===== config.mk =====
export PLATFORM = sky130hd
export DESIGN_NAME = rwa_divider
export DESIGN_NICKNAME = d
export VERILOG_FILES = /design/src/rtl/rwa_pkg.sv /design/src/rtl/rwa_divider.sv
export SDC_FILE = /design/constraint.sdc
export NUM_CORES = 1
export LEC_CHECK = 0
export BUFFER_PORTS_ARGS = -buffer_cell sky130_fd_sc_hd__buf_2
export CORE_ASPECT_RATIO = 2
export CORE_UTILIZATION = 44
export CTS_CLUSTER_SIZE = 14
export DETAILED_ROUTE_END_ITERATION = 10
export PLACE_DENSITY_LB_ADDON = 0.1
export SLEW_MARGIN = 25
export SYNTH_ARGS = -nofsm -noshare
export SYNTH_HDL_FRONTEND = slang
export SYNTH_SLANG_ARGS = --single-unit

===== constraint.sdc =====
create_clock -name clk -period 5.1 [get_ports clk]
set_input_delay 0.255 -clock clk [delete_from_list [all_inputs] [get_ports clk]]
set_output_delay 0.255 -clock clk [all_outputs]
set_load 0.02 [all_outputs]

===== src/rtl/rwa_pkg.sv =====
// Package for the running window average block.
// Holds the state encodings and the queue status type; no dependencies.
package rwa_pkg;

  // Front control states, one-hot
  typedef enum logic [1:0] {
    FRONT_IDLE   = 2'b01,
    FRONT_UPDATE = 2'b10
  } front_state_t;

  // Divider control states, one-hot
  typedef enum logic [2:0] {
    DIV_IDLE = 3'b001,
    DIV_RUN  = 3'b010,
    DIV_DONE = 3'b100
  } div_state_t;

  // Status of the queue between front and divider
  typedef struct packed {
    logic full;
    logic empty;
  } rwa_qstat_t;

endpackage


===== src/rtl/rwa_divider.sv =====
// Back part: bit-serial signed-by-unsigned divider that turns a sum/count pair
// into the mean, truncated toward zero, and holds it in the output register.
// Depends on rwa_pkg.
module rwa_divider import rwa_pkg::*; #(
  parameter int MAX_WINDOW  = 256,
  parameter int SAMPLE_BITS = 32
) (
  input  logic                                          clk,
  input  logic                                          rst,
  input  rwa_qstat_t                                    qstat,
  input  logic [SAMPLE_BITS+2*$clog2(MAX_WINDOW+1)-1:0] pop_data,
  output logic                                          pop,
  output logic                                          mean_valid,
  input  logic                                          mean_stall,
  output logic signed [SAMPLE_BITS-1:0]                 window_mean
);

  localparam int CW = $clog2(MAX_WINDOW + 1);
  localparam int SW = SAMPLE_BITS + CW;
  localparam int NW = $clog2(SW + 1);

  div_state_t           state;
  logic [SW-1:0]        quo;
  logic [CW-1:0]        rem;
  logic [CW-1:0]        divisor;
  logic                 negative;
  logic [NW-1:0]        cnt;

  logic signed [SW-1:0] sum_in;
  logic [CW-1:0]        count_in;
  logic [CW:0]          rem_sh;
  logic                 fits;
  logic                 out_free;
  logic [SW-1:0]        quo_signed;

  assign sum_in   = signed'(pop_data[SW+CW-1:CW]);
  assign count_in = pop_data[CW-1:0];
  assign pop      = (state == DIV_IDLE) && !qstat.empty;
  assign out_free = !mean_valid || !mean_stall;

  // One restoring step per cycle
  assign rem_sh     = {rem, quo[SW-1]};
  assign fits       = (rem_sh >= {1'b0, divisor});
  assign quo_signed = negative ? (~quo + SW'(1)) : quo;

  // Division datapath
  always_ff @(posedge clk) begin
    if (pop) begin
      quo      <= sum_in[SW-1] ? SW'(-sum_in) : SW'(sum_in);
      negative <= sum_in[SW-1];
      divisor  <= count_in;
      rem      <= '0;
      cnt      <= '0;
    end else if (state == DIV_RUN) begin
      rem <= fits ? CW'(rem_sh - {1'b0, divisor}) : rem_sh[CW-1:0];
      quo <= {quo[SW-2:0], fits};
      cnt <= cnt + NW'(1);
    end
  end

  // Load the result into the output register
  always_ff @(posedge clk) begin
    if (state == DIV_DONE && out_free) begin
      window_mean <= signed'(quo_signed[SAMPLE_BITS-1:0]);
    end
  end

  // Sequence divisions and the output handshake
  always_ff @(posedge clk) begin
    if (rst) begin
      state      <= DIV_IDLE;
      mean_valid <= 1'b0;
    end else begin
      if (state == DIV_DONE && out_free) begin
        mean_valid <= 1'b1;
      end else if (mean_valid && !mean_stall) begin
        mean_valid <= 1'b0;
      end
      unique case (state)
        DIV_IDLE: begin
          if (pop) begin
            state <= DIV_RUN;
          end
        end
        DIV_RUN: begin
          if (cnt == NW'(SW - 1)) begin
            state <= DIV_DONE;
          end
        end
        DIV_DONE: begin
          if (out_free) begin
            state <= DIV_IDLE;
          end
        end
        default: state <= DIV_IDLE;
      endcase
    end
  end

  // The last step hands over to the result stage
  a_run_ends: assert property (@(posedge clk) disable iff (rst)
    state == DIV_RUN && cnt == NW'(SW - 1) |=> state == DIV_DONE)
    else $error("divider overran its step count");

  // A queued count is never zero
  a_divisor_nonzero: assert property (@(posedge clk) disable iff (rst)
    state == DIV_RUN |-> divisor != '0)
    else $error("division by zero count");

endmodule


**Word level (Yosys, flattened, before mapping)**

Index checks and enable logic that the tools add are counted.

- Add/subtract/negate cells: 4
- Equal/unequal tests: 7
- Reductions and logical operators: 10
- Multiplexer cells: 11
- Bitwise logic cells: 1
- $lt $le $gt $ge: 1

Operators by type and width:

| kind | number |
|---|---|
| $mux 41 | 3 |
| $neg 41->41 | 1 |
| $add 32x1->32 const B | 1 |
| $mux 32 | 1 |
| $not 32->32 | 1 |
| $ge 10x9->1 | 1 |
| $mux 3 | 3 |
| $mux 9 | 1 |
| $pmux 3 s3 | 1 |
| $sub 9x9->9 | 1 |
| $add 6x1->6 const B | 1 |
| $eq 6x6->1 const B | 1 |
| $ne 2x2->1 const B | 2 |
| $reduce_bool 2->1 | 2 |
| $eq 3x1->1 const B | 1 |
| $eq 3x2->1 const B | 1 |
| $eq 3x3->1 const B | 1 |
| $logic_and 1x1->1 | 3 |
| $logic_not 1->1 | 3 |
| $reduce_and 3->1 | 1 |
| $mux 1 | 2 |
| $ne 2x1->1 const B | 1 |
| $logic_or 1x1->1 | 1 |

- Output and inout bits: 34
- Bits of input ports: 55
- Flip-flop bits (word level): 102
- Logic and storage cells: 42

**Longest topological paths before layout**

- Depth in word-level cells: 4
- Mapped depth: 11
- Mapped depth without buffers: 10

**Worst setup path after synthesis**

OpenSTA, ideal clock, no wires.

- Path kind: reg-to-reg
- Start: reg state[2]
- End: reg window_mean[0] (enable)
- Clock period less this slack: 2527 ps
- Buffers on the path: 0
- Stages on the path, launching flop included: 3
- Data arrival time: 2095 ps
- Setup time: 432 ps
- Data required time: 4668 ps
- Slack: 2573 ps
- Cell sequence: dfxtp_1 nand2_1 a21oi_1

- Word-level cells in the longest chain between the ends: 2

RTL lines:

| what | line | source |
|---|---|---|
| from (decl) | rwa_divider.sv:22 | `div_state_t state;` |
| from (signal assigned) | rwa_divider.sv:71 | `state <= DIV_IDLE;` |
| from (signal assigned) | rwa_divider.sv:82 | `state <= DIV_RUN;` |
| from (signal assigned) | rwa_divider.sv:87 | `state <= DIV_DONE;` |
| $eq 3x3->1 | rwa_divider.sv:63 | `if (state == DIV_DONE && out_free) begin` |
| $logic_and 1x1->1 | rwa_divider.sv:63 |  |
| to (signal assigned) | rwa_divider.sv:64 | `window_mean <= signed'(quo_signed[SAMPLE_BITS-1:0]);` |
| to (decl) | rwa_divider.sv:15 | `output logic signed [SAMPLE_BITS-1:0] window_mean` |

No other way between the ends.
A chain may end at the register's enable or synchronous reset.

**Final worst setup path**

- Start: reg quo[5]
- End: reg window_mean[26], data pin

- Word-level cells in the longest chain between the ends: 3

RTL lines:

| what | line | source |
|---|---|---|
| from (decl) | rwa_divider.sv:23 | `logic [SW-1:0] quo;` |
| from (signal assigned) | rwa_divider.sv:49 | `quo <= sum_in[SW-1] ? SW'(-sum_in) : SW'(sum_in);` |
| from (signal assigned) | rwa_divider.sv:56 | `quo <= {quo[SW-2:0], fits};` |
| $not 32->32 | rwa_divider.sv:44 | `assign quo_signed = negative ? (~quo + SW'(1)) : quo;` |
| $add 32x1->32 | rwa_divider.sv:44 |  |
| $mux 32 | rwa_divider.sv:44 |  |
| net quo_signed[26] | rwa_divider.sv:34 | `logic [SW-1:0] quo_signed;` |

The timed path passes the listed nets, and every way through them passes these cells.

==> Flow_metrics.wiki <==
{| class="wikitable"
! Metric !! Value
|-
| Status || completed
|-
| Clock power share || 0.363
|-
| Post-route cell area || 6510 um2
|-
| Via Count || around 4200
|-
| Yosys reg bits || roughly 100
|-
| Crit path arrival time || around 2.8 ns
|-
| Sw frac || 0.2504
|-
| Simple-gate share of the synthesized area || 0.1502
|-
| Number of fillers in the final layout || approximately 1100
|-
| Post-CTS sizing || 0
|-
| Aggregate routed wire length || about 12 mm
|-
| Psw || about 500 uW
|-
| Gate count of the mapped netlist || approximately 530
|-
| Post-synthesis mux area share || 0.01071
|-
| Period utilisation layout || 0.5383
|-
| Warning count from the yosys run || 0
|-
| Met2 wire length || ~6.3 mm
|-
| Final antenna diode count || 0
|-
| Maximum resistive drop on vdd || slightly above 0.2 mV
|-
| Sequential power share || 0.510
|-
| Pins over their slew limit || 0
|-
| Final weighted congestion of routability-driven global placement || ~0.77
|-
| Highest fanout seen on the critical path || 6
|-
| Power per cell area || slightly above 300 nW/um2
|-
| Maximum single-stage delay on the critical path || ~0.52 ns
|-
| Max stage delay cell, worst path || or4_1
|-
| WHS || about 0.081 ns
|-
| Longest Clk Path Bufs || 2
|-
| Xor-xnor portion of the synthesized cell area || 0.1203
|-
| Total routing resource utilization after global routing || 0.1845
|-
| Synthesized Nets || 601
|-
| Classification of the worst setup path || reg -> reg
|-
| Combinational cell fraction of total power || 0.127
|-
| Share of cells above drive strength 1 || 0.1977
|-
| Util after Layout || 0.5216
|-
| Post-route minimum period || about 2.7 ns
|-
| Wire length on met3 || about 400 um
|-
| Top-level I/O count || 89
|-
| Path category of the worst min-delay check || in -> reg
|-
| Area taken by multi-input logic gates || around 2600 um2
|-
| Final worst clock skew || ~0.013 ns
|-
| TritonCTS Buffers || 9
|-
| Clock-pin slew on the worst setup and hold paths || ~0.080 ns
|-
| Half-perimeter wire length after placement || between 8 and 9 mm
|-
| Post-synth EDFFs || between 80 and 90
|-
| Slew @ Worst Pin || about 1.0 ns
|-
| Top routing layer in use || met4
|-
| GRT overflow || 0
|-
| Clock tree from TritonCTS || built
|-
| Die Span X || roughly 82 um
|-
| DRT antenna net count || 0
|-
| Max_slew headroom || 0.3350
|-
| Post-synthesis compound-gate area fraction || 0.1469
|-
| Count of buffers inserted at the top-level ports || 87
|-
| Antenna violations before repair || 0
|-
| Internal power consumption || roughly 1.5 mW
|-
| Post-Route M1 WL || 4.766 mm
|-
| Setup bufs post-CTS || 0
|-
| Clock latency on the worst-skew pair || about 0.34 ns
|-
| Library cells used by synthesis || 45
|-
| Final sum of negative setup slack || 0 ns
|-
| Launching element type of the critical path || flop
|-
| Proportion of synthesized flip-flops having asynchronous set or reset || 0
|-
| Number of levels the H-tree was split into || 3
|-
| Required time reported for the critical path endpoint || between 5 and 6 ns
|-
| Worst Slack Setup Final || between 2 and 2.5 ns
|-
| Unrepaired setup endpoints after global routing || no
|-
| Number of violations of the max-capacitance limit || 0
|-
| Leakage dissipation || 2.437 nW
|-
| Critical Path End Type || flop
|-
| Adder-Cell Fraction of Synth Area || 0.03259
|-
| Root buf cell || clkbuf_16
|-
| Pre-CTS worst setup slack || roughly 2.1 ns
|-
| Area of the placeable core || between 10000 and 15000 um2
|-
| Hold violation count in the final report || 0
|-
| Area of the die || about 13000 um2
|-
| Net count of the finished layout || about 680
|-
| Initial detailed-routing violation count || around 200
|-
| Sink count of the clock tree || between 100 and 150
|-
| Pre-Repair DR Iteration Count || 4
|-
| Overall die height || ~160 um
|-
| Post-detailed-placement cell area || ~6200 um2
|-
| Drt drc || 0
|-
| Final setup violation count || 0
|-
| Leading register cell type out of synthesis || edfxtp_1
|-
| Mapped Area || 5605 um2
|-
| Wire length of the first global-routing pass || 18.63 mm
|-
| CTS Hold Buffers Added || 0
|-
| Site row count || 58
|-
| Max Fclk || approximately 360 MHz
|-
| Maximum number of pins on one net before global-route repair || 100
|-
| Main combinational cell family by area after synthesis || simple AND/OR/NAND/NOR gates
|-
| Via density per instance || ~5.4
|-
| Relative area change from synthesis to final layout || 16.14%
|-
| Number of global-route vias before repair || just over 4000
|-
| Most common cell type on the critical path || or4_1
|-
| Register area || between 2000 and 3000 um2
|-
| Cell breakdown of the critical path || nor4_4, nand4b_1, or4_1, or4_1, o21ai_0, xnor2_1
|-
| Initial Utilization || 0.4491
|-
| Average cell area after synthesis || roughly 11 um2
|-
| Sequential fraction of the synthesis area || 0.5125
|-
| Routed wire length per instance || 15.18 um
|}
## critical path, delay by kind of cell (launching register included)
kind	cells	cell delay, ns
XOR/XNOR	1	0.08
flip-flops	1	0.47
AND/OR/NAND/NOR	4	1.71
AO/OA/AOI/OAI	1	0.23
## logic make-up (layout without fill, tap and decap cells)
group,after synthesis,in the layout
simple gates,166,166
flops,102,102
compound gates,127,127
fa+ha+maj,14,14
xor+xnor,77,77
mux,6,6
buf+inv,40,125
## cells in the mapped netlist (all sizes together), types with 6 or more instances
cell type,n,area share
inv,19,0.013
edfxtp,83,0.44
clkbuf,20,0.013
nand4,7,0.0078
or4,8,0.011
nor3,9,0.0080
or3,13,0.015
ha,13,0.029
nand2,38,0.025
nand2b,6,0.0067
o31ai,23,0.031
o21ai,30,0.027
mux2i,6,0.011
nand3,8,0.0071
xor2,46,0.072
o41ai,11,0.024
dfxtp,19,0.068
nor2,52,0.035
a21oi,48,0.043
xnor2,31,0.048
nor4,8,0.012
nor2b,6,0.0067
## area by class of cell
class	count	share of cell area
multi-input combinational	390	0.3990
clock buffer	10	0.03844
timing repair buffer	90	0.07034
tap	150	0.02883
sequential	102	0.4413
clock inverter	6	0.01115
inverter	19	0.01096
## layer usage
| layer | track usage | vias to the layer above |
|---|---|---|
| met1 | 0.2042 | 1976 |
| met2 | 0.3388 | 79 |
| met5 | 0 | - |
| met3 | 0.03390 | 10 |
| li1 | - | 2114 |
| met4 | 0.06220 | 0 |
## state kept, by name, summed over array words and instances (netlist names)
signal	cells
negative	1
mean_valid	1
cnt	6
window_mean	32
state	3
divisor	9
rem	9
quo	41
## layout by cell type, fill, tap and decap left out, types with 10 or more instances in the layout
master | netlist | routed
nor2_1 | 52 | 52
buf_2 | 0 | 87
xor2_1 | 46 | 46
a21oi_1 | 48 | 47
o31ai_1 | 23 | 23
dfxtp_1 | 19 | 19
ha_1 | 13 | 13
o21ai_0 | 30 | 30
inv_1 | 19 | 19
nand2_1 | 38 | 38
edfxtp_1 | 83 | 83
or3_1 | 13 | 13
clkbuf_16 | 0 | 10
xnor2_1 | 31 | 31
## metrics by stage
stage | std cells | total power, mW
after floorplan | 532 | 1.210
after global placement | 751 | 1.286
after detailed placement | 751 | 1.294
after CTS | 767 | 2.026
after global routing | 767 | 2.097
final | 767 | 2.002
## path summary, 6_finish.rpt
check	start	endpoint	slack (ns)	depth (start not counted)
min reg2reg	rem[8]	rem[8]	0.47	1
max	quo[5]	window_mean[26]	2.35	6
min	pop_data[5]	divisor[5]	0.08	1
max reg2reg	quo[5]	window_mean[26]	2.35	6
## power groups by stage
stage / sequential, mW / clock (mW) / combinational (mW)
after detailed placement: 1.04 / 0 / 0.254
after floorplan: 1.02 / 0 / 0.185
final: 1.02 / 0.727 / 0.254
after global placement: 1.04 / 0 / 0.249
after CTS: 1.02 / 0.749 / 0.255
after global routing: 1.03 / 0.781 / 0.287
Note: power is estimated with default switching activity, not from simulation.
