[config.mk]
export PLATFORM = sky130hd
export DESIGN_NAME = rwa_queue
export DESIGN_NICKNAME = d
export VERILOG_FILES = /design/src/rtl/rwa_pkg.sv /design/src/rtl/rwa_queue.sv
export SDC_FILE = /design/constraint.sdc
export NUM_CORES = 1
export LEC_CHECK = 0
export ABC_AREA = 1
export BUFFER_PORTS_ARGS = -buffer_cell sky130_fd_sc_hd__buf_4
export CELL_PAD_IN_SITES_DETAIL_PLACEMENT = 1
export CELL_PAD_IN_SITES_GLOBAL_PLACEMENT = 1
export CORE_ASPECT_RATIO = 0.9
export CORE_MARGIN = 2
export CORE_UTILIZATION = 35
export CTS_BUF_LIST = sky130_fd_sc_hd__clkbuf_4 sky130_fd_sc_hd__clkbuf_8
export CTS_CLUSTER_DIAMETER = 150
export DETAILED_ROUTE_END_ITERATION = 6
export PLACE_DENSITY = 0.67
export SKIP_CTS_REPAIR_TIMING = 1
export SLEW_MARGIN = 15
export SYNTH_ARGS = -nofsm -noshare
export SYNTH_HDL_FRONTEND = slang
export SYNTH_SLANG_ARGS = --single-unit
[constraint.sdc]
create_clock -name clk -period 6.2 [get_ports clk]
set_clock_uncertainty 0.05 [all_clocks]
set_input_delay 0.93 -clock clk [delete_from_list [all_inputs] [get_ports clk]]
set_output_delay 0.93 -clock clk [all_outputs]
set_load 0.1 [all_outputs]
[src/rtl/rwa_pkg.sv]
// Package for the running window average block.
// Holds the state encodings and the queue status type; no dependencies.
package rwa_pkg;

  // Front control states, one-hot
  typedef enum logic [1:0] {
    FRONT_IDLE   = 2'b01,
    FRONT_UPDATE = 2'b10
  } front_state_t;

  // Divider control states, one-hot
  typedef enum logic [2:0] {
    DIV_IDLE = 3'b001,
    DIV_RUN  = 3'b010,
    DIV_DONE = 3'b100
  } div_state_t;

  // Status of the queue between front and divider
  typedef struct packed {
    logic full;
    logic empty;
  } rwa_qstat_t;

endpackage

[src/rtl/rwa_queue.sv]
// Two-entry queue that carries sum/count pairs from the front to the divider.
// Depends on rwa_pkg for the status struct.
module rwa_queue import rwa_pkg::*; #(
  parameter int WIDTH = 50
) (
  input  logic             clk,
  input  logic             rst,
  input  logic             push,
  input  logic [WIDTH-1:0] push_data,
  input  logic             pop,
  output logic [WIDTH-1:0] pop_data,
  output rwa_qstat_t       stat
);

  logic [WIDTH-1:0] entry [2];
  logic             wr_ptr;
  logic             rd_ptr;
  logic [1:0]       count;

  assign stat.full  = (count == 2'd2);
  assign stat.empty = (count == 2'd0);
  assign pop_data   = entry[rd_ptr];

  // Store pushed transactions
  always_ff @(posedge clk) begin
    if (push && !stat.full) begin
      entry[wr_ptr] <= push_data;
    end
  end

  // Advance pointers and track occupancy
  always_ff @(posedge clk) begin
    if (rst) begin
      wr_ptr <= 1'b0;
      rd_ptr <= 1'b0;
      count  <= 2'd0;
    end else begin
      if (push && !stat.full) begin
        wr_ptr <= ~wr_ptr;
      end
      if (pop && !stat.empty) begin
        rd_ptr <= ~rd_ptr;
      end
      case ({push && !stat.full, pop && !stat.empty})
        2'b10:   count <= count + 2'd1;
        2'b01:   count <= count - 2'd1;
        default: count <= count;
      endcase
    end
  end

endmodule

## Word level (Yosys, flattened, before mapping)

Memory sizes are Yosys's and may differ from the RTL's. A register that Yosys moved wholly into a read port is not among the register bits.
Index checks and enable logic that the tools add are counted.

| word-level totals | value |
|---|---|
| memories kept | 1 |
| bits of input ports | 54 |
| RAM bits | 100 |
| logic and storage cells | 22 |
| flip-flop bits (word level) | 4 |

Memories:

| memory | words | width | rd ports | clocked after memory_dff | write ports | line | text |
|---|---|---|---|---|---|---|---|
| entry | 2 | 50 | 1 | 1 | 1 | rwa_queue.sv:15 | `logic [WIDTH-1:0] entry [2];` |

| operators by class | value |
|---|---|
| muxes and demuxes | 5 |
| $add $sub $neg | 2 |
| reduce and logical (&&, ||, !) cells | 6 |
| equality and inequality tests | 3 |
| bitwise operators | 2 |

Operator list:

| kind | count |
|---|---|
| $eq A2 B2 Y1 const B | 2 |
| $mux W1 | 4 |
| $pmux W2 S2 | 1 |
| $add A2 B1 Y2 const B | 1 |
| $eq A2 B1 Y1 const B | 1 |
| $logic_and A1 B1 Y1 | 2 |
| $logic_not A1 Y1 | 2 |
| $logic_not A2 Y1 | 1 |
| $not A1 Y1 | 2 |
| $reduce_bool A2 Y1 | 1 |
| $sub A2 B1 Y2 const B | 1 |

## Depth between registers and ports, before layout

Gate-level depths: netlist of the first run.

| depth | value |
|---|---|
| depth in word-level cells | 5 |
| depth in mapped cells | 10 |
| gate-level depth less buffers | 10 |

## Worst setup path after synthesis of the first run

OpenSTA, ideal clock, no wires.

| path | value |
|---|---|
| kind | in2reg |
| start | input push |
| end | memory entry[0][0] (enable) |
| data required time | 5.692 ns |
| cell stages on the path | 4 |
| library setup time | 0.458 ns |
| arrival time | 3.289 ns |
| setup slack | 2.403 ns |
| path through | inv_1 -> nor2_1 -> inv_1 -> nor2_1 |

| between the ends | value |
|---|---|
| cells in the longest elaborated chain, start to end | 3 |

RTL lines:

| what | line | text |
|---|---|---|
| from (decl) | rwa_queue.sv:8 | `input logic push,` |
| $logic_and A1 B1 Y1 | rwa_queue.sv:26 | `if (push && !stat.full) begin` |
| $mux W1 | rwa_queue.sv:26 |  |
| $mux W1 (implied by the code) | rwa_queue.sv:27 | `entry[wr_ptr] <= push_data;` |
| to (decl) | rwa_queue.sv:15 |  |

No other way between the ends.

==> metrics.yaml, run 1 <==
die_area_mm2: 0.0126
cp_max_fo: 50
cts_tree: "built"
yosys.area_share.simple_pct: 2.16
clk_pin_slew_worst_paths_ns: 0.09
synth.avg_cell_area_um2: 21.0
synth_adder_area_share_pct: 0.304
io_pins: 106
die_width_um: 118
grt_max_degree: 51
path_class: "reg -> out"
h-tree-depth: 3
start_util_pct: 35.9
port_buffers: 105
synth_seq_area_share_pct: 75.5
antenna_found_initial: 0
wirelength_um: 7130
reg2regPathDepth: 5
r2r-start: "count[0]$_SDFFE_PP0P_"
clk_latency_ns: 0.34
crit_arrival_ns: 1.96
dieHeight_um: 107
ys_types: 12
ir_drop_mv: 0.301
layout_common_cells: "buf_4 (106), edfxtp_1 (100), mux2_4 (50), nor2_1 (13), clkbuf_8 (9)"
maxCapViolations: 0
finalCriticalPeriod_ns: 2.94
reg2reg_to: "entry[0][39]$_DFFE_PP_"
grt_pass1_vias: 2189
routabilityCongestion: 0.652
crit_family: "flip-flops"
ys_top_cells_by_area: "edfxtp_1 (73%), mux2_4 (18%), buf_12 (2.4%)"
synth_area_mm2: 0.00411
synth_area_leader_cell: "edfxtp_1"
finalPower_mw: 2.23
crit_cells: 2
cts-buffers-inserted: 9
ant_nets: 0
max_slew_margin_pct: 36.0
hold_path.class: "reg -> reg"
synth_mux_area_share_pct: 18.3
worst_pin_slew_ns: 0.961
syn_inst: 196
drive_gt1_share_pct: 55.8
routedWlPerCell_um: 15.2
timing.final.crit_share_pct: 47.4
setup_viol_count_final: 0
nets: 362
rsz0062_at_grt: "no"
p_leak_nw: 2.03
postSynthRegisterBits: 105
dp.cells: 452
synth_top_area_share_pct: 73.1
core_area_mm2: 0.0114
first_pass_iters: 4
synth_compound_area_share_pct: 0.244
vias: 2010
cp_cell_sequence: "mux2_4 -> buf_4"
viasPerCell: 4.29
diodes: 0
powerDensity_mw_per_mm2: 430
fmaxAchievable_mhz: 341
worst-path-buf-inv: 1
critical_path.endpoint: "pop_data[44]"
drt_iter0_drc: 56
status: "finished, final reports clean"
crit_path_top_delay_cell: "dfxtp_4"
track_usage_pct: 11.4
hold_viol_final: 0
route.detailed.drc: 0
required_ns: 5.22
cts.sinks: 105
syn-num-nets: 251
slew_viol_final: 0
fin_cells: 468
dpl.hpwl_um: 4740
grt_pass1_wl_um: 11100
final_common_cell: "buf_4"
ff2ff_setup_slack_ns: 4.01
gr-total-overflow: 0
synthXorXnorAreaFrac_pct: 0
synth_warnings: 0
synth_top_family_by_area: "multiplexers"
cts_max_path_buffers: 2
tns_ns: 0
slowest_delay_ns: 1.00
cp-end-kind: "output port"
syn2layout_area_growth_pct: 25.9
crit_path_start_kind: "flop"
cts-root-buf: "clkbuf_8"
row_count: 37
-- area by class of cell --
cell class / instances / area, µm²
fill: 1123 / 6260
sequential: 105 / 3110
multi-input combinational: 76 / 870
timing repair buffer: 106 / 796
tap: 156 / 195
clock buffer: 10 / 131
clock inverter: 6 / 42.5
inverter: 9 / 35.0
-- where the power goes --
group	internal, mW	leakage [nW]	switching (mW)
Sequential	0.867	0.977	0.0616
Clock	0.152	0.0877	0.222
Combinational	0.247	0.968	0.676
Total	1.27	2.03	0.960
-- through the flow --
step | setup WS, ns | cell area [µm²] | hold slack [ns] | utilization [%]
after floorplan | 2.40 | 4110 | 0.417 | -
after global placement | 3.44 | 5000 | 0.433 | 43.7
after detailed placement | 3.42 | 5000 | 0.442 | 43.7
after CTS | 3.21 | 5170 | 0.479 | 45.3
after global routing | 3.17 | 5180 | 0.504 | 45.3
final | 3.26 | 5180 | 0.473 | 45.3
-- cells by family after synthesis --
family                   after synthesis
adder cells (fa/ha/maj)                1
multiplexers                          50
flip-flops                           105
AO/OA/AOI/OAI                          2
buffers and inverters                 15
AND/OR/NAND/NOR                       23
-- layer usage --
metal	routed length, µm	global-route usage (%)	up-vias	share of wire (%)
li1	-	-	957	-
met1	3290	14.6	979	46
met2	3340	18.4	67	47
met3	428	3.62	7	6.0
met4	69	4.13	0	0.97
met5	0	0	-	0
-- registers in the layout (all words and copies together) (netlist names), named ones only --
name,count
entry,100
count,2
rd_ptr,1
wr_ptr,1
-- synth_stat cells --
master and instances:
buf_6 1, nand2_1 8, mux2_4 50, ha_1 1
buf_12 5, o21ai_0 1, a21oi_1 1, dfxtp_1 5
nand4_1 1, edfxtp_1 100, inv_1 9, nor2_1 14
-- tightest hold or removal path, cell delays in order (launching register included) --
cell,delay [ns]
dfxtp_1,0.35
nor2_1,0.06
nor2_1,0.09
-- worst min path at each step --
stage	from	to	depth (start not counted)
final	rd_ptr$_SDFFE_PP0P_	flop	2
after global routing	rd_ptr$_SDFFE_PP0P_	rd_ptr$_SDFFE_PP0P_	2
after CTS	rd_ptr$_SDFFE_PP0P_	flop	2
after detailed placement	rd_ptr$_SDFFE_PP0P_	flop	2
after global placement	rd_ptr$_SDFFE_PP0P_	rd_ptr$_SDFFE_PP0P_	2
after floorplan	rd_ptr$_SDFFE_PP0P_	flop	2
Note: power is estimated with default switching activity, not from simulation.
==> run 2, diff against run 1 <==
Clock period 6.2 ns to 2.8 ns, I/O delays scaled along.
==> run 2 against run 1 <==
Net effect: register-to-register slack got worse by 3.1 ns; global-route usage up 1.2 points; clock-buffer cell count unchanged; sequential power increased by 120%; power rose by 130%; critical path depth rose by 1; clock power increased by 140%; highest routed layer unchanged; combinational power is 130% higher; non-clock buffer count rose by 4; sequential cell count unchanged; routed wire length increased by 5.7%; cell area rose by 1.4%.
==> metrics.yaml, run 2 (synthesis gave the netlist of run 1 again) <==
reg2regPathDepth: 5  # unchanged
dp.cells: 456  # was 452
cts_tree: "built"  # unchanged
cts.sinks: 105  # unchanged
clk_latency_ns: 0.37  # was 0.34 ns
fin_cells: 472  # was 468
die_area_mm2: 0.0126  # unchanged
grt_pass1_vias: 2272  # was 2189
crit_arrival_ns: 1.83  # was 1.96 ns
vias: 2059  # was 2010
wirelength_um: 7530  # was 7130 µm
path_class: "reg -> out"  # unchanged
stdcell_area_mm2: 0.00525  # was 0.00518 mm²
grt_use_met1_pct: 13.2  # was 14.6%
route.detailed.drc: 0  # unchanged
min_from: "push_data[14]"  # was rd_ptr$_SDFFE_PP0P_
final_common_cell: "buf_4"  # unchanged
dpl.hpwl_um: 5250  # was 4740 µm
reg2reg_to: "entry[1][18]$_DFFE_PP_"  # was entry[0][39]$_DFFE_PP_
p_sw_mw: 2.14  # was 0.960 mW
hold_viol_final: 0  # unchanged
diodes: 0  # unchanged
largest_reg_flops: 100  # unchanged
crit_family: "flip-flops"  # unchanged
worst-path-buf-inv: 2  # was 1
viasPerCell: 4.36  # was 4.29
ff2ff_setup_slack_ns: 0.89  # was 4.01 ns
timing.final.crit_share_pct: 82.2
drt_iter0_drc: 92  # was 56
p_leak_nw: 2.08  # was 2.03 nW
cp_common_cell: "buf_4"
nets: 366  # was 362
whs_path_depth: 1  # was 2
fin_ws_ns: 0.497  # was 3.26 ns
r2r-start: "count[0]$_SDFFE_PP0P_"  # unchanged
slowest_delay_ns: 0.60  # was 1.00 ns
max_slew_margin_pct: 66.1  # was 36.0%
slew_viol_final: 0  # unchanged
whs_endpoint: "entry[1][14]$_DFFE_PP_"
comb_power_share_pct: 42.2  # was 41.5%
place_ws_ns: 0.807  # was 3.42 ns
cp_max_fo: 19  # was 50
worst_pin_slew_ns: 0.508  # was 0.961 ns
crit_path_top_delay_cell: "dfxtp_4"  # unchanged
status: "finished, final reports clean"  # unchanged
ant_nets: 0  # unchanged
finalPower_mw: 5.04  # was 2.23 mW
gr-usage-met3_pct: 6.33  # was 3.62%
switching_share_pct: 42.4  # was 43.1%
first_pass_iters: 4  # unchanged
cp_cell_sequence: "buf_4 -> mux2_4 -> buf_4"  # was mux2_4 -> buf_4
post-route-util_pct: 45.9  # was 45.3%
track_usage_pct: 12.6  # was 11.4%
die_width_um: 118  # unchanged
routabilityCongestion: 0.659  # was 0.652
grt_max_degree: 31  # was 51
tns_ns: 0  # unchanged
grt_pass1_wl_um: 11700  # was 11100 µm
whs_ns: 0.173  # was 0.473 ns
p_clk_share_pct: 18.1  # was 16.8%
setup_viol_count_final: 0  # unchanged
core_area_mm2: 0.0114  # unchanged
routedWlPerCell_um: 16.0  # was 15.2 µm
crit_cells: 3  # was 2
reg_top3: "entry x100, count x2"  # unchanged
io_pins: 106  # unchanged
port_buffers: 105  # unchanged
cts-buffers-inserted: 9  # unchanged
maxCapViolations: 0  # unchanged
layout_common_cells: "buf_4 (108), edfxtp_1 (100), mux2_4 (50), nor2_1 (12), clkbuf_8 (9)"  # was buf_4 (106), edfxtp_1 (100), mux2_4 (50), nor2_1 (13), clkbuf_8 (9)
ir_drop_mv: 0.500  # was 0.301 mV
hold_path.class: "in -> reg"  # was reg -> reg
cts_max_path_buffers: 2  # unchanged
finalCriticalPeriod_ns: 2.30
syn2layout_area_growth_pct: 27.7  # was 25.9%
antenna_found_initial: 0  # unchanged
top_register: "entry"  # unchanged
powerDensity_mw_per_mm2: 960  # was 430 mW/mm²
drive_gt1_share_pct: 57.0  # was 55.8%
start_util_pct: 35.9  # unchanged
p_seq_share_pct: 39.8  # was 41.7%
top_usage_layer: "met2"  # unchanged
use_met2_pct: 21.8  # was 18.4%
dieHeight_um: 107  # unchanged
crit_path_start_kind: "flop"  # unchanged
gr-total-overflow: 0  # unchanged
cp-end-kind: "output port"  # unchanged
fmaxAchievable_mhz: 434
row_count: 37  # unchanged
cts-root-buf: "clkbuf_8"  # unchanged
rsz0062_at_grt: "no"  # unchanged
clk_pin_slew_worst_paths_ns: 0.09  # about the same
required_ns: 2.33  # was 5.22 ns
fillCellCount: 1146  # was 1123
internal_power_mw: 2.90  # was 1.27 mW
h-tree-depth: 3  # unchanged
dpl-instance-area_mm2: 0.00506  # was 0.00500 mm²
[run 2: power by group through the flow]
stage	sequential (mW)	clock, mW	combinational, mW
after detailed placement	2.05	0	2.15
after CTS	2.01	0.948	2.15
after global routing	2.03	1.01	2.20
final	2.00	0.910	2.12
after global placement	2.03	0	2.13
after floorplan	2.00	0	1.85
[run 2: cell type report]
cell class                 instances  area (µm²)  area share, %
clock inverter                     6        58.8           1.12
multi-input combinational         76         872           16.6
clock buffer                      10         131           2.50
inverter                           9        33.8          0.644
timing repair buffer             110         851           16.2
sequential                       105        3110           59.2
tap                              156         195           3.72
[run 2: worst max-delay path by stage]
stage                                  endpoint  slack [ns]
after floorplan           entry[0][0]$_DFFE_PP_        0.13
final                              pop_data[12]        0.50
after CTS                          pop_data[11]        0.44
after global routing               pop_data[17]        0.39
after global placement             pop_data[11]        0.88
after detailed placement  entry[1][8]$_DFFE_PP_        0.81
[run 2: worst reg2reg max path: stages, from the launching register on]
cell     delay, ns
dfxtp_1       0.43
nor2_2        0.07
nor2_1        0.22
nand2_1       0.13
inv_2         0.40
buf_12        0.30
[run 2: metal layers]
| layer | vias up | wire length, µm |
|---|---|---|
| met5 | - | 0 |
| met2 | 72 | 3940 |
| met3 | 15 | 540 |
| li1 | 965 | - |
| met4 | 0 | 139 |
| met1 | 1007 | 2910 |
==> run 3, diff against run 2 <==
Clock period 2.8 ns to 2.2 ns, I/O delays scaled along.
==> run 3 against run 2 <==
Net effect: utilization shrank 0.19 points; sequential power is 27% higher; global-route usage decreased by 0.90 points; worst setup slack got worse by 0.40 ns; hold slack got worse by 0.073 ns; largest cell class unchanged.
==> metrics.yaml, run 3 (synthesis gave the netlist of run 1 again) <==
gr-usage-met3_pct: 6.12  # was 6.33%
cts_tree: "built"  # unchanged
top_register: "entry"  # unchanged
cp_cell_sequence: "buf_12 -> mux2_4 -> buf_4"  # was buf_4 -> mux2_4 -> buf_4
start_util_pct: 35.9  # unchanged
cp_max_fo: 24  # was 19
timing.final.crit_share_pct: 95.6
post-route-util_pct: 45.7  # was 45.9%
row_count: 37  # unchanged
grt_pass1_wl_um: 11200  # was 11700 µm
r2r-start: "count[0]$_SDFFE_PP0P_"  # unchanged
clk_latency_ns: 0.35  # was 0.37 ns
reg2reg_to: "entry[0][12]$_DFFE_PP_"  # was entry[1][18]$_DFFE_PP_
vias: 2055  # was 2059
syn2layout_area_growth_pct: 27.2  # was 27.7%
rsz0062_at_grt: "no"  # unchanged
dpl.hpwl_um: 5050  # was 5250 µm
ant_nets: 0  # unchanged
routedWlPerCell_um: 15.5  # was 16.0 µm
worst_pin_slew_ns: 0.374  # was 0.508 ns
min_from: "push_data[33]"  # was push_data[14]
clk_pin_slew_worst_paths_ns: 0.09  # about the same
path_class: "reg -> out"  # unchanged
diodes: 0  # unchanged
maxCapViolations: 0  # unchanged
viasPerCell: 4.36  # about the same
routabilityCongestion: 0.677  # was 0.659
wirelength_um: 7290  # was 7530 µm
reg2regPathDepth: 5  # unchanged
fmaxAchievable_mhz: 476
grt_use_met1_pct: 13.0  # was 13.2%
gr-total-overflow: 0  # unchanged
finalCriticalPeriod_ns: 2.10
largest_reg_flops: 100  # unchanged
final_common_cell: "buf_4"  # unchanged
h-tree-depth: 3  # unchanged
slowest_delay_ns: 0.53  # was 0.60 ns
port_buffers: 105  # unchanged
first_pass_iters: 4  # unchanged
stdcell_area_mm2: 0.00523  # was 0.00525 mm²
cts_max_path_buffers: 2  # unchanged
p_leak_nw: 2.06  # was 2.08 nW
hold_viol_final: 0  # unchanged
ff2ff_setup_slack_ns: 0.51  # was 0.89 ns
whs_path_depth: 1  # unchanged
grt_pass1_vias: 2233  # was 2272
fin_ws_ns: 0.0975  # was 0.497 ns
drive_gt1_share_pct: 56.8  # was 57.0%
use_met2_pct: 19.7  # was 21.8%
dieHeight_um: 107  # unchanged
route.detailed.drc: 0  # unchanged
whs_endpoint: "entry[1][33]$_DFFE_PP_"  # was entry[1][14]$_DFFE_PP_
setup_viol_count_final: 0  # unchanged
cts-root-buf: "clkbuf_8"  # unchanged
crit_path_start_kind: "flop"  # unchanged
reg_top3: "entry x100, count x2"  # unchanged
io_pins: 106  # unchanged
core_area_mm2: 0.0114  # unchanged
nets: 367  # was 366
place_ws_ns: 0.465  # was 0.807 ns
slew_viol_final: 0  # unchanged
top_usage_layer: "met2"  # unchanged
cp-end-kind: "output port"  # unchanged
layout_common_cells: "buf_4 (109), edfxtp_1 (100), mux2_4 (50), nor2_1 (11), clkbuf_8 (9)"  # was buf_4 (108), edfxtp_1 (100), mux2_4 (50), nor2_1 (12), clkbuf_8 (9)
ir_drop_mv: 0.472  # was 0.500 mV
dp.cells: 457  # was 456
status: "finished, final reports clean"  # unchanged
fin_cells: 471  # was 472
cts-buffers-inserted: 9  # unchanged
grt_max_degree: 28  # was 31
cts.sinks: 105  # unchanged
antenna_found_initial: 0  # unchanged
required_ns: 1.82  # was 2.33 ns
crit_path_top_delay_cell: "dfxtp_4"  # unchanged
die_width_um: 118  # unchanged
hold_path.class: "in -> reg"  # unchanged
drt_iter0_drc: 87  # was 92
max_slew_margin_pct: 75.0  # was 66.1%
track_usage_pct: 11.7  # was 12.6%
crit_arrival_ns: 1.72  # was 1.83 ns
die_area_mm2: 0.0126  # unchanged
powerDensity_mw_per_mm2: 1200  # was 960 mW/mm²
dpl-instance-area_mm2: 0.00507  # was 0.00506 mm²
-- run 3: changes by cell type in the layout (fill, tap and decap cells not counted), sizes merged --
cell,previous run,this run
buf,110,111
clkinv,5,4
bufinv,1,0
-- run 3: where the power goes --
| group | switching (mW) | internal [mW] | total [mW] |
|---|---|---|---|
| registers | 0.0984 | 2.44 | 2.54 |
| clock network | 0.587 | 0.407 | 0.994 |
| logic | 2.00 | 0.729 | 2.73 |
-- run 3: routing by layer --
layer / routed length, µm / vias up / part of all wire (%)
met4: 107 / 0 / 1.5
met1: 3010 / 1013 / 41
met2: 3600 / 70 / 49
li1: - / 964 / -
met5: 0 / - / 0
met3: 574 / 8 / 7.9
-- run 3: how the worst max path moves through the flow --
stage / slack [ns] / startpoint / depth (start not counted) / to
3_3_place_gp: 0.46 / flop / 3 / pop_data[0]
5_1_grt: 0.007 / flop / 3 / pop_data[15]
4_1_cts: 0.05 / flop / 3 / pop_data[0]
6_report: 0.1 / flop / 3 / pop_data[33]
3_5_place_dp: 0.47 / flop / 3 / pop_data[0]
2_1_floorplan: -0.1 / count[0]$_SDFFE_PP0P_ / 4 / entry[1][0]$_DFFE_PP_
-- run 3: final cells by class --
class / instances / area (µm²)
fill: 1118 / 6210
sequential: 105 / 3110
clock inverter: 4 / 22.5
clock buffer: 10 / 131
multi-input combinational: 76 / 880
timing repair buffer: 111 / 858
inverter: 9 / 33.8
tap: 156 / 195
-- run 3: through the flow --
step	power, mW	hold slack, ns	setup TNS, ns
floorplan	4.90	0.379	-4.77
global placement	5.32	0.431	0
detailed placement	5.35	0.460	0
CTS	6.35	0.0738	0
global route	6.51	0.0573	0
finish	6.26	0.0995	0
-- run 3: worst max-delay path, delay by kind of cell (launching register included) --
kind | cells | cell delay [ns]
DFF | 1 | 0.53
buffers and inverters | 2 | 0.50
muxes | 1 | 0.33
